$ cat config.mk
export PLATFORM = sky130hd
export DESIGN_NAME = radial_vignette_correction
export DESIGN_NICKNAME = d
export VERILOG_FILES = /design/src/hw/rtl/rvc_pkg.sv /design/src/hw/rtl/rvc_regs.sv /design/src/hw/rtl/rvc_radius.sv /design/src/hw/rtl/rvc_gain.sv /design/src/hw/rtl/rvc_outbuf.sv /design/src/hw/rtl/radial_vignette_correction.sv
export SDC_FILE = /design/constraint.sdc
export NUM_CORES = 2
export LEC_CHECK = 0
export BUFFER_PORTS_ARGS = -buffer_cell sky130_fd_sc_hd__buf_2
export CORE_MARGIN = 3
export CORE_UTILIZATION = 35
export CTS_CLUSTER_SIZE = 40
export DETAILED_ROUTE_END_ITERATION = 6
export GPL_ROUTABILITY_DRIVEN = 0
export GPL_TIMING_DRIVEN = 1
export SYNTH_ARGS = -nofsm -noshare
export SYNTH_HDL_FRONTEND = slang
export SYNTH_SLANG_ARGS = --single-unit
$ cat constraint.sdc
create_clock -name clk -period 16.3 [get_ports clk]
set_clock_uncertainty 0.15 [all_clocks]
set_input_delay 4.075 -clock clk [delete_from_list [all_inputs] [get_ports clk]]
set_output_delay 4.075 -clock clk [all_outputs]
set_load 0.005 [all_outputs]
$ cat src/hw/rtl/rvc_pkg.sv
`timescale 1ns / 1ps

package rvc_pkg;

    localparam int COORD_W  = 12;
    localparam int DIM_W    = 13;
    localparam int DIST_W   = 13;
    localparam int SQ_W     = 2 * DIST_W;
    localparam int SUMSQ_W  = SQ_W + 1;
    localparam int INV_W    = 32;
    localparam int PROD_W   = SUMSQ_W + INV_W;
    localparam int K_W      = 12;
    localparam int R2_W     = 16;
    localparam int SCALED_W = 18;
    localparam int FACTOR_W = 18;
    localparam int ADDR_W   = 4;
    localparam int DATA_W   = 32;

    // r^2 = prod >> 24, Q0.16
    localparam int R2_LSB = 24;

    localparam logic [1:0] REG_WIDTH    = 2'd0;
    localparam logic [1:0] REG_HEIGHT   = 2'd1;
    localparam logic [1:0] REG_STRENGTH = 2'd2;
    localparam logic [1:0] REG_INV_NORM = 2'd3;

    localparam logic [R2_W-1:0]     R2_MAX     = '1;
    localparam logic [FACTOR_W:0]   FACTOR_ONE = (FACTOR_W + 1)'(1) << 16;
    localparam logic [FACTOR_W-1:0] FACTOR_MAX = '1;
    localparam logic [7:0]          CHAN_MAX   = 8'hFF;

    typedef struct packed {
        logic [COORD_W-1:0] column;
        logic [COORD_W-1:0] row;
        logic [7:0]         blue_in;
        logic [7:0]         green_in;
        logic [7:0]         red_in;
    } pix_in_t;

    typedef struct packed {
        logic [7:0] blue_out;
        logic [7:0] green_out;
        logic [7:0] red_out;
        logic       clipped;
    } pix_out_t;

    typedef struct packed {
        logic [7:0] blue;
        logic [7:0] green;
        logic [7:0] red;
    } rgb_t;

    typedef struct packed {
        logic [DIM_W-1:0] width;
        logic [DIM_W-1:0] height;
        logic [K_W-1:0]   strength;
        logic [INV_W-1:0] inv_norm;
    } cfg_t;

    localparam cfg_t CFG_RESET = '{
        width:    DIM_W'(640),
        height:   DIM_W'(480),
        strength: K_W'(512),
        inv_norm: INV_W'(1717987)
    };

    // returns {clip, value}: (c * factor) >> 16, clamped to 255
    function automatic logic [8:0] scale_chan(input logic [7:0] c,
                                              input logic [FACTOR_W-1:0] f);
        logic [FACTOR_W+7:0] p;
        logic                clip;
        p    = c * f;
        clip = |p[FACTOR_W+7:24];
        return {clip, clip ? CHAN_MAX : p[23:16]};
    endfunction

endpackage

$ cat src/hw/rtl/rvc_regs.sv
`timescale 1ns / 1ps

module rvc_regs import rvc_pkg::*;
(
    input  logic              clk,
    input  logic              rst_n,
    input  logic              psel,
    input  logic              penable,
    input  logic              pwrite,
    input  logic [ADDR_W-1:0] paddr,
    input  logic [DATA_W-1:0] pwdata,
    output logic [DATA_W-1:0] prdata,
    output logic              pready,
    output cfg_t              cfg
);

    cfg_t cfg_reg;
    cfg_t cfg_next;
    logic wr;

    assign wr     = psel && penable && pwrite;
    assign pready = 1'b1;
    assign cfg    = cfg_reg;

    always_comb
    begin
        cfg_next = cfg_reg;
        if (wr)
        begin
            unique case (paddr[3:2])
                REG_WIDTH:    cfg_next.width    = pwdata[DIM_W-1:0];
                REG_HEIGHT:   cfg_next.height   = pwdata[DIM_W-1:0];
                REG_STRENGTH: cfg_next.strength = pwdata[K_W-1:0];
                REG_INV_NORM: cfg_next.inv_norm = pwdata[INV_W-1:0];
                default:      cfg_next          = cfg_reg;
            endcase
        end
    end

    always_comb
    begin
        unique case (paddr[3:2])
            REG_WIDTH:    prdata = DATA_W'(cfg_reg.width);
            REG_HEIGHT:   prdata = DATA_W'(cfg_reg.height);
            REG_STRENGTH: prdata = DATA_W'(cfg_reg.strength);
            REG_INV_NORM: prdata = DATA_W'(cfg_reg.inv_norm);
            default:      prdata = '0;
        endcase
    end

    always_ff @(posedge clk or negedge rst_n)
    begin
        if (!rst_n)
        begin
            cfg_reg <= CFG_RESET;
        end
        else
        begin
            cfg_reg <= cfg_next;
        end
    end

endmodule

$ cat src/hw/rtl/rvc_radius.sv
`timescale 1ns / 1ps

// Stages 1-4: doubled offsets, squares, sum, scale by inverse norm.
module rvc_radius import rvc_pkg::*;
#(
    parameter int COORD_BITS = 12
)
(
    input  logic              clk,
    input  logic              rst_n,
    input  logic              en,
    input  logic              take,
    input  pix_in_t           item,
    input  cfg_t              cfg,
    output logic              prod_valid,
    output logic [PROD_W-1:0] prod,
    output rgb_t              prod_pix
);

    localparam int MB = (COORD_BITS < COORD_W) ? COORD_BITS : COORD_W;

    logic [COORD_W-1:0]  col_m;
    logic [COORD_W-1:0]  row_m;
    logic [DIST_W-1:0]   two_col;
    logic [DIST_W-1:0]   two_row;
    logic [DIST_W-1:0]   dx_next;
    logic [DIST_W-1:0]   dy_next;
    logic [SQ_W-1:0]     dx2_next;
    logic [SQ_W-1:0]     dy2_next;
    logic [SUMSQ_W-1:0]  sumsq_next;
    logic [PROD_W-1:0]   prod_next;

    logic                s1_valid_reg;
    logic                s2_valid_reg;
    logic                s3_valid_reg;
    logic                s4_valid_reg;
    logic [DIST_W-1:0]   dx_reg;
    logic [DIST_W-1:0]   dy_reg;
    logic [SQ_W-1:0]     dx2_reg;
    logic [SQ_W-1:0]     dy2_reg;
    logic [SUMSQ_W-1:0]  sumsq_reg;
    logic [PROD_W-1:0]   prod_reg;
    rgb_t                s1_pix_reg;
    rgb_t                s2_pix_reg;
    rgb_t                s3_pix_reg;
    rgb_t                s4_pix_reg;

    assign col_m   = COORD_W'(item.column[MB-1:0]);
    assign row_m   = COORD_W'(item.row[MB-1:0]);
    assign two_col = {col_m, 1'b0};
    assign two_row = {row_m, 1'b0};

    assign dx_next    = (two_col >= cfg.width)  ? two_col - cfg.width  : cfg.width  - two_col;
    assign dy_next    = (two_row >= cfg.height) ? two_row - cfg.height : cfg.height - two_row;
    assign dx2_next   = dx_reg * dx_reg;
    assign dy2_next   = dy_reg * dy_reg;
    assign sumsq_next = SUMSQ_W'(dx2_reg) + SUMSQ_W'(dy2_reg);
    assign prod_next  = sumsq_reg * cfg.inv_norm;

    always_ff @(posedge clk or negedge rst_n)
    begin
        if (!rst_n)
        begin
            s1_valid_reg <= 1'b0;
            s2_valid_reg <= 1'b0;
            s3_valid_reg <= 1'b0;
            s4_valid_reg <= 1'b0;
        end
        else if (en)
        begin
            s1_valid_reg <= take;
            s2_valid_reg <= s1_valid_reg;
            s3_valid_reg <= s2_valid_reg;
            s4_valid_reg <= s3_valid_reg;
        end
    end

    always_ff @(posedge clk)
    begin
        if (en)
        begin
            dx_reg     <= dx_next;
            dy_reg     <= dy_next;
            s1_pix_reg <= '{blue: item.blue_in, green: item.green_in, red: item.red_in};
            dx2_reg    <= dx2_next;
            dy2_reg    <= dy2_next;
            s2_pix_reg <= s1_pix_reg;
            sumsq_reg  <= sumsq_next;
            s3_pix_reg <= s2_pix_reg;
            prod_reg   <= prod_next;
            s4_pix_reg <= s3_pix_reg;
        end
    end

    assign prod_valid = s4_valid_reg;
    assign prod       = prod_reg;
    assign prod_pix   = s4_pix_reg;

endmodule

$ cat src/hw/rtl/rvc_gain.sv
`timescale 1ns / 1ps

// Stages 5-7: r^2 saturation and k*r^2, gain factor, per-channel scaling.
module rvc_gain import rvc_pkg::*;
(
    input  logic              clk,
    input  logic              rst_n,
    input  logic              en,
    input  logic              prod_valid,
    input  logic [PROD_W-1:0] prod,
    input  rgb_t              prod_pix,
    input  logic [K_W-1:0]    strength,
    output logic              done,
    output pix_out_t          result
);

    logic [R2_W-1:0]       r2;
    logic [K_W+R2_W-1:0]   kr2;
    logic [FACTOR_W:0]     f_sum;
    logic [FACTOR_W-1:0]   factor_next;
    logic [8:0]            b_sc;
    logic [8:0]            g_sc;
    logic [8:0]            r_sc;
    pix_out_t              result_next;

    logic                  s5_valid_reg;
    logic                  s6_valid_reg;
    logic                  s7_valid_reg;
    logic [SCALED_W-1:0]   scaled_reg;
    logic [FACTOR_W-1:0]   factor_reg;
    pix_out_t              result_reg;
    rgb_t                  s5_pix_reg;
    rgb_t                  s6_pix_reg;

    // anything at or above 2^40 before the shift saturates r^2
    assign r2    = (|prod[PROD_W-1:R2_LSB+R2_W]) ? R2_MAX : prod[R2_LSB+R2_W-1:R2_LSB];
    assign kr2   = strength * r2;
    assign f_sum = FACTOR_ONE + (FACTOR_W + 1)'(scaled_reg);
    assign factor_next = f_sum[FACTOR_W] ? FACTOR_MAX : f_sum[FACTOR_W-1:0];

    assign b_sc = scale_chan(s6_pix_reg.blue,  factor_reg);
    assign g_sc = scale_chan(s6_pix_reg.green, factor_reg);
    assign r_sc = scale_chan(s6_pix_reg.red,   factor_reg);
    assign result_next = '{
        blue_out:  b_sc[7:0],
        green_out: g_sc[7:0],
        red_out:   r_sc[7:0],
        clipped:   b_sc[8] | g_sc[8] | r_sc[8]
    };

    always_ff @(posedge clk or negedge rst_n)
    begin
        if (!rst_n)
        begin
            s5_valid_reg <= 1'b0;
            s6_valid_reg <= 1'b0;
            s7_valid_reg <= 1'b0;
        end
        else if (en)
        begin
            s5_valid_reg <= prod_valid;
            s6_valid_reg <= s5_valid_reg;
            s7_valid_reg <= s6_valid_reg;
        end
    end

    always_ff @(posedge clk)
    begin
        if (en)
        begin
            scaled_reg <= kr2[K_W+R2_W-1:10];
            s5_pix_reg <= prod_pix;
            factor_reg <= factor_next;
            s6_pix_reg <= s5_pix_reg;
            result_reg <= result_next;
        end
    end

    assign done   = s7_valid_reg;
    assign result = result_reg;

endmodule

$ cat src/hw/rtl/rvc_outbuf.sv
`timescale 1ns / 1ps

// Output register plus skid entry; space is registered so the input side
// never sees res_ready combinationally.
module rvc_outbuf import rvc_pkg::*;
(
    input  logic     clk,
    input  logic     rst_n,
    input  logic     push,
    input  pix_out_t data,
    input  logic     res_ready,
    output logic     res_valid,
    output pix_out_t res,
    output logic     space
);

    logic     out_valid_reg;
    logic     out_valid_next;
    logic     skid_valid_reg;
    logic     skid_valid_next;
    pix_out_t out_reg;
    pix_out_t out_next;
    pix_out_t skid_reg;
    pix_out_t skid_next;

    always_comb
    begin
        out_valid_next  = out_valid_reg;
        skid_valid_next = skid_valid_reg;
        out_next        = out_reg;
        skid_next       = skid_reg;
        if (out_valid_reg && !res_ready)
        begin
            if (push)
            begin
                skid_valid_next = 1'b1;
                skid_next       = data;
            end
        end
        else if (skid_valid_reg)
        begin
            // push is held off while the skid entry is full
            out_valid_next  = 1'b1;
            out_next        = skid_reg;
            skid_valid_next = 1'b0;
        end
        else
        begin
            out_valid_next = push;
            if (push)
            begin
                out_next = data;
            end
        end
    end

    always_ff @(posedge clk or negedge rst_n)
    begin
        if (!rst_n)
        begin
            out_valid_reg  <= 1'b0;
            skid_valid_reg <= 1'b0;
        end
        else
        begin
            out_valid_reg  <= out_valid_next;
            skid_valid_reg <= skid_valid_next;
        end
    end

    always_ff @(posedge clk)
    begin
        out_reg  <= out_next;
        skid_reg <= skid_next;
    end

    assign res_valid = out_valid_reg;
    assign res       = out_reg;
    assign space     = !skid_valid_reg;

endmodule

$ cat src/hw/rtl/radial_vignette_correction.sv
`timescale 1ns / 1ps
// The accepting edge loads stage 1; the pixel moves through the 7 pipeline stages
// into the output register, where res_valid rises.
// Throughput: one pixel per cycle; the whole pipeline advances together and
// holds only while the skid entry behind the output register is occupied.
// Reset (rst_n low, async): all valid bits clear, registers return to
// width 640, height 480, strength 512, inverse_norm 1717987.
module radial_vignette_correction import rvc_pkg::*;
#(
    parameter int COORD_BITS = 12
)
(
    input  logic              clk,
    input  logic              rst_n,
    input  logic              psel,
    input  logic              penable,
    input  logic              pwrite,
    input  logic [ADDR_W-1:0] paddr,
    input  logic [DATA_W-1:0] pwdata,
    output logic [DATA_W-1:0] prdata,
    output logic              pready,
    input  logic              pix_valid,
    output logic              pix_ready,
    input  pix_in_t           pix,
    output logic              res_valid,
    input  logic              res_ready,
    output pix_out_t          res
);

    cfg_t              cfg;
    logic              en;
    logic              prod_valid;
    logic [PROD_W-1:0] prod;
    rgb_t              prod_pix;
    logic              done;
    pix_out_t          result;

    assign pix_ready = en;

    rvc_regs u_regs (
        .clk     (clk),
        .rst_n   (rst_n),
        .psel    (psel),
        .penable (penable),
        .pwrite  (pwrite),
        .paddr   (paddr),
        .pwdata  (pwdata),
        .prdata  (prdata),
        .pready  (pready),
        .cfg     (cfg)
    );

    rvc_radius #(
        .COORD_BITS (COORD_BITS)
    ) u_radius (
        .clk        (clk),
        .rst_n      (rst_n),
        .en         (en),
        .take       (pix_valid && en),
        .item       (pix),
        .cfg        (cfg),
        .prod_valid (prod_valid),
        .prod       (prod),
        .prod_pix   (prod_pix)
    );

    rvc_gain u_gain (
        .clk        (clk),
        .rst_n      (rst_n),
        .en         (en),
        .prod_valid (prod_valid),
        .prod       (prod),
        .prod_pix   (prod_pix),
        .strength   (cfg.strength),
        .done       (done),
        .result     (result)
    );

    rvc_outbuf u_outbuf (
        .clk       (clk),
        .rst_n     (rst_n),
        .push      (done && en),
        .data      (result),
        .res_ready (res_ready),
        .res_valid (res_valid),
        .res       (res),
        .space     (en)
    );

endmodule

==> Word-level counts from Yosys, hierarchy flattened <==
Cells that the tools add are included.
{ "op_classes": {"n_eq_ne": 4, "mul": 7, "add_sub_neg": 6, "n_reduce_logical": 19, "muxes": 9, "bitwise_logic": 3, "order_cmp": 2} }
{ "op_table": {"columns": ["op", "count"], "rows": [
  ["case mux 32 bit (4 select lines)", 1],
  ["multiplier 8 x 18 -> 26 bit", 3],
  ["multiplier 27 x 32 -> 59 bit", 1],
  ["multiplier 13 x 13 -> 26 bit", 2],
  ["subtractor 13 bit", 4],
  ["two-way mux 25 bit", 2],
  ["multiplier 12 x 16 -> 28 bit", 1],
  ["adder 26 x 26 -> 27 bit", 1],
  [">= comparator 13 bit", 2],
  ["two-way mux 13 bit", 2],
  ["adder 17 x 18 -> 19 bit, first input constant", 1],
  ["OR reduction 19 bit", 1],
  ["two-way mux 16 bit", 1],
  ["AND reduction 2 bit", 6],
  ["OR reduction 2 bit", 3],
  ["logical AND 1 bit", 5],
  ["equality test 2 bit, second input constant", 2],
  ["two-way mux 1 bit", 3],
  ["equality test 2 x 1 -> 1 bit, second input constant", 1],
  ["logical NOT 1 bit", 2],
  ["logical NOT 2 bit", 1],
  ["inequality test 2 x 1 -> 1 bit, second input constant", 1],
  ["bitwise OR 1 bit", 2],
  ["nonzero test 2 bit", 1],
  ["NOT 1 bit", 1]
]} }
{ "totals": {"elab_cells": 101, "output_inout_bits": 60, "reg_bits": 498, "in_bits": 91} }

==> Logic depth before layout (Yosys ltp) <==
{ "depth": {"depth_word": 4, "ltp_mapped": 28, "mapped_depth_nobuf": 26} }

==> By module <==
From an unflattened synthesis, not the netlist that was laid out.
{ "unflattened": {"cells_unflattened": 7453, "area_unflattened_um2": 74532.7} }
{ "by_module_without_submodules": {"columns": ["module", "instances", "cells_per_inst", "area_per_inst_um2", "seq_area_each_um2"], "rows": [
  ["rvc_radius", 1, 4927, 47812.1, 7847.5],
  ["rvc_gain", 1, 2239, 21548.2, 3348.2],
  ["rvc_regs", 1, 197, 3171.8, 1775.5],
  ["rvc_outbuf", 1, 88, 1988.2, 1551.5],
  ["radial_vignette_correction", 1, 2, 12.5, 0.0]
]} }

==> Worst setup path before layout <==
No wires, ideal clock.
{ "synth_timing": {"kind": "register to output", "start": "register u_outbuf.skid_valid_reg", "end": "output pix_ready", "stages_incl_launch_ff": 4, "path_buffers": 2, "required_ns": 12.075, "arrival_ns": 7.418, "setup_slack_ns": 4.657, "cell_sequence": "dfrtp_1 clkbuf_1 clkbuf_1 inv_1"} }
{ "synth_between": {"elab_chain_cells": 1} }
{ "synth_rtl": {"columns": ["element", "line_no", "source"], "rows": [
  ["start: declaration", "rvc_outbuf.sv:19", "logic skid_valid_reg;"],
  ["start signal: assignment", "rvc_outbuf.sv:67", "skid_valid_reg <= skid_valid_next;"],
  ["logical NOT 1 bit", "rvc_outbuf.sv:79", "assign space = !skid_valid_reg;"],
  ["end: declaration", "radial_vignette_correction.sv:23", "output logic pix_ready,"]
]} }
Every way passes these cells.

==> Worst setup path in the final report <==
{ "layout_timing": {"start": "input paddr[2]", "end": "output prdata[12]"} }
{ "layout_between": {"elab_chain_cells": 2, "word_cells_on_any_way": 5, "cone_classes": "3 x eq/ne; 1 x mux; 1 x reduce/logical"} }
{ "layout_rtl": {"columns": ["element", "line_no", "source"], "rows": [
  ["start: declaration", "radial_vignette_correction.sv:18", "input logic [ADDR_W-1:0] paddr,"],
  ["equality test 2 bit (tied with other cells)", "rvc_regs.sv:42", "unique case (paddr[3:2])"],
  ["case mux 32 bit (4 select lines) *", "rvc_regs.sv:42", null],
  ["end: declaration", "radial_vignette_correction.sv:20", "output logic [DATA_W-1:0] prdata,"]
]} }
Mark *: on every way between the ends. The rest lies on a longest branch, timed or not.

==> results.yml <==
yosys:
  netlist_area_before_placement_sq_um: 71600
  synth.top_cells.by_area: "sky130_fd_sc_hd__fa_1 (38%), sky130_fd_sc_hd__edfxtp_1 (16%), sky130_fd_sc_hd__ha_1 (10%)"
  synth_top_cell_area_share: 0.3830
  synth_area_per_cell_sq_um: 10.11
  asyncSetResetFlopFracSynth: 0.1674
  synth_enable_flop_cells: 393
  ys_seq_elements: 472
  netlist_instances: 7085
  synth.yosys.seq_area_share: 0.1928
  post_synthesis_net_count: 9138
  synth-main-ff-cell: "sky130_fd_sc_hd__edfxtp_1"
  synth_top_cell_by_area: "sky130_fd_sc_hd__fa_1"
  synth-warning-count: 0
  synth_cell_type_count: 84
worst_setup_path:
  arrival_ns: 5.81
  timing.critical_path.required_ns: 12.08
  cp_slowest_cell: "sky130_fd_sc_hd__mux2i_1"
  cpPeakStageDelay_ns: 0.56
  endpoint_type_of_the_worst_setup_path: "output port"
  startpoint_type: "primary input"
  critPathMostFrequentCell: "sky130_fd_sc_hd__buf_2"
  timing.critical_path.fanout_max: 37
  crit_path_start: "paddr[2]"
  worstSetupPathType: "primary input to output port"
  cp_cell_instances: "buf_2, buf_4, mux2i_1, o21ai_0, buf_2"
  r2r-start: "u_regs.cfg[13]"
die:
  floorplan.io_pins: 151
  num_rows: 165
  die_y_microns: 458.3
  core-area_sq_um: 202700
  dieArea_sq_um: 210000
  die_w_microns: 458.3
  initial_core_util: 0.3532
worst_hold_path:
  holdCritPathClass: "flip-flop to flip-flop"
  start_point_of_the_worst_hold_path: "u_radius.s2_pix_reg[15]"
finish:
  layout_common_cells: "sky130_fd_sc_hd__inv_1 (1533), sky130_fd_sc_hd__fa_1 (1370), sky130_fd_sc_hd__nand2_1 (1008)"
  mostFrequentLayoutCell: "sky130_fd_sc_hd__inv_1"
  layout_overhead_on_the_synthesized_area_pct: 7.475
  layout.nets: 9074
  largest_register_ff_count: 70
  drive_above_1_share: 0.07043
grt:
  grt_antenna_before_repair: 14
  grtUsageTotal: 0.1715
  global_route_wire_length_before_repair_microns: 286100
  largest_net_degree_at_the_start_of_global_routing: 165
  global_route.overflow_total: 0
  grt_pass1_vias: 52420
outcome:
  run_status: "finished, final reports clean"
timing:
  fin_ws_ns: 6.261
  report.final.slew_viol_count: 0
  final-hold-violation-count: 0
  fin_setup_tns_ns: 0
  layout_min_cycle_time_ns: 10.04
  max_freq_mhz: 99.61
  rsz_0062_raised_after_global_routing: "false"
  max_slew.worst_pin.slew_ns: 1.097
  final_cycle_share: 0.6159
  worst_slew_margin: 0.2689
  final_setup_violations: 0
placement:
  port-buffer-count: 147
  place_worst_setup_slack_ns: 6.272
  dpl.hpwl_microns: 132400
flow_run:
  timing.max_cap.violations: 0
cts:
  clk_pin_slew_ns: 0.06
  clock_insertion_delay_worst_skew_ns: 0.74
  numCtsBuffers: 61
  root_buffer: "sky130_fd_sc_hd__clkbuf_16"
  ctsResizeCount: 0
  post_cts.repair.setup_buffers: 0
  post_cts_hold_buffer_count: 0
  clock_tree.buffer_depth: 3
  tritoncts_clock_tree: "built"
  clock-sinks: 472
  clock_tree.htree_level_count: 2
detailed_routing:
  post-route-drc-count: 0
  first_pass_iters: 5
  finalWirelength_microns: 176000
  ant_nets: 0
  wl_per_cell_microns: 18.05
  drt_first_iter_violations: 2621
  routed_via_density: 4.877
  num_vias: 47560
## layout make-up
type	count	area, sq um
well taps	2672	3343
multi-input cells	4737	50780
clock inverters	40	402.9
flip-flops and latches	472	13800
inverters	1534	5766
clock buffers	73	1582
fillers	20030	125800
diodes	9	22.52
repair buffers	215	1261
## synth_stat cells (85+ instances only)
| master | n |
|---|---|
| sky130_fd_sc_hd__inv_1 | 1534 |
| sky130_fd_sc_hd__fa_1 | 1370 |
| sky130_fd_sc_hd__nand2_1 | 1008 |
| sky130_fd_sc_hd__mux2_2 | 92 |
| sky130_fd_sc_hd__clkbuf_1 | 328 |
| sky130_fd_sc_hd__nor2_1 | 105 |
| sky130_fd_sc_hd__a21o_1 | 86 |
| sky130_fd_sc_hd__o21ai_0 | 85 |
| sky130_fd_sc_hd__ha_1 | 592 |
| sky130_fd_sc_hd__a21oi_1 | 112 |
| sky130_fd_sc_hd__and2_1 | 684 |
| sky130_fd_sc_hd__xnor2_1 | 108 |
| sky130_fd_sc_hd__edfxtp_1 | 393 |
## worst max-delay path: cells and delay by family
kind | cells | cell delay [ns]
mux | 1 | 0.56
buf+inv | 3 | 0.77
compound gates | 1 | 0.35
## metrics by stage
step                area (sq um)  cells  utilization  hold slack (ns)
floorplan                  71600   7085            -           0.2503
global placement           74950   9630       0.3697           0.2528
detailed placement         74950   9630       0.3697           0.2545
CTS                        76930   9743       0.3795           0.2686
global route               76940   9746       0.3795           0.2721
finish                     76960   9752       0.3796           0.2634
## final timing paths
path,to,slack [ns],cells past startpoint
worst max-delay path,prdata[12],6.26,5
min in group asynchronous,u_regs.cfg[28],3.20,1
worst min-delay path,u_radius.s3_pix_reg[15],0.26,0
max in group asynchronous,u_regs.cfg[8],11.49,2
worst max register to register,u_radius.prod[55],8.10,22
worst min register to register,u_radius.s3_pix_reg[15],0.26,0
## cells by family (layout without fill, tap and decap cells)
family / count (synthesis) / in the layout / synth area share
and+or+nand+nor: 2043 / 2043 / 0.1394
buffers and inverters: 1876 / 1862 / 0.09843
other: 1 / 10 / 0.00005237
DFF: 472 / 472 / 0.1928
xor gates and xnor gates: 168 / 168 / 0.02055
AOI/OAI and AO/OA: 443 / 443 / 0.04187
muxes: 120 / 120 / 0.02048
adders and majority gates: 1962 / 1962 / 0.4865
## layer usage
metal,vias up,global-route usage,wire length [microns]
met5,-,0,23
met4,4,0.05330,5347
met3,325,0.02105,9852
met2,1316,0.3039,88770
met1,24650,0.2179,72020
li1,21270,-,-
Power is left out: the tool's default activity adds up to more than one toggle a clock period on the data nets, which glitch-free logic cannot reach.
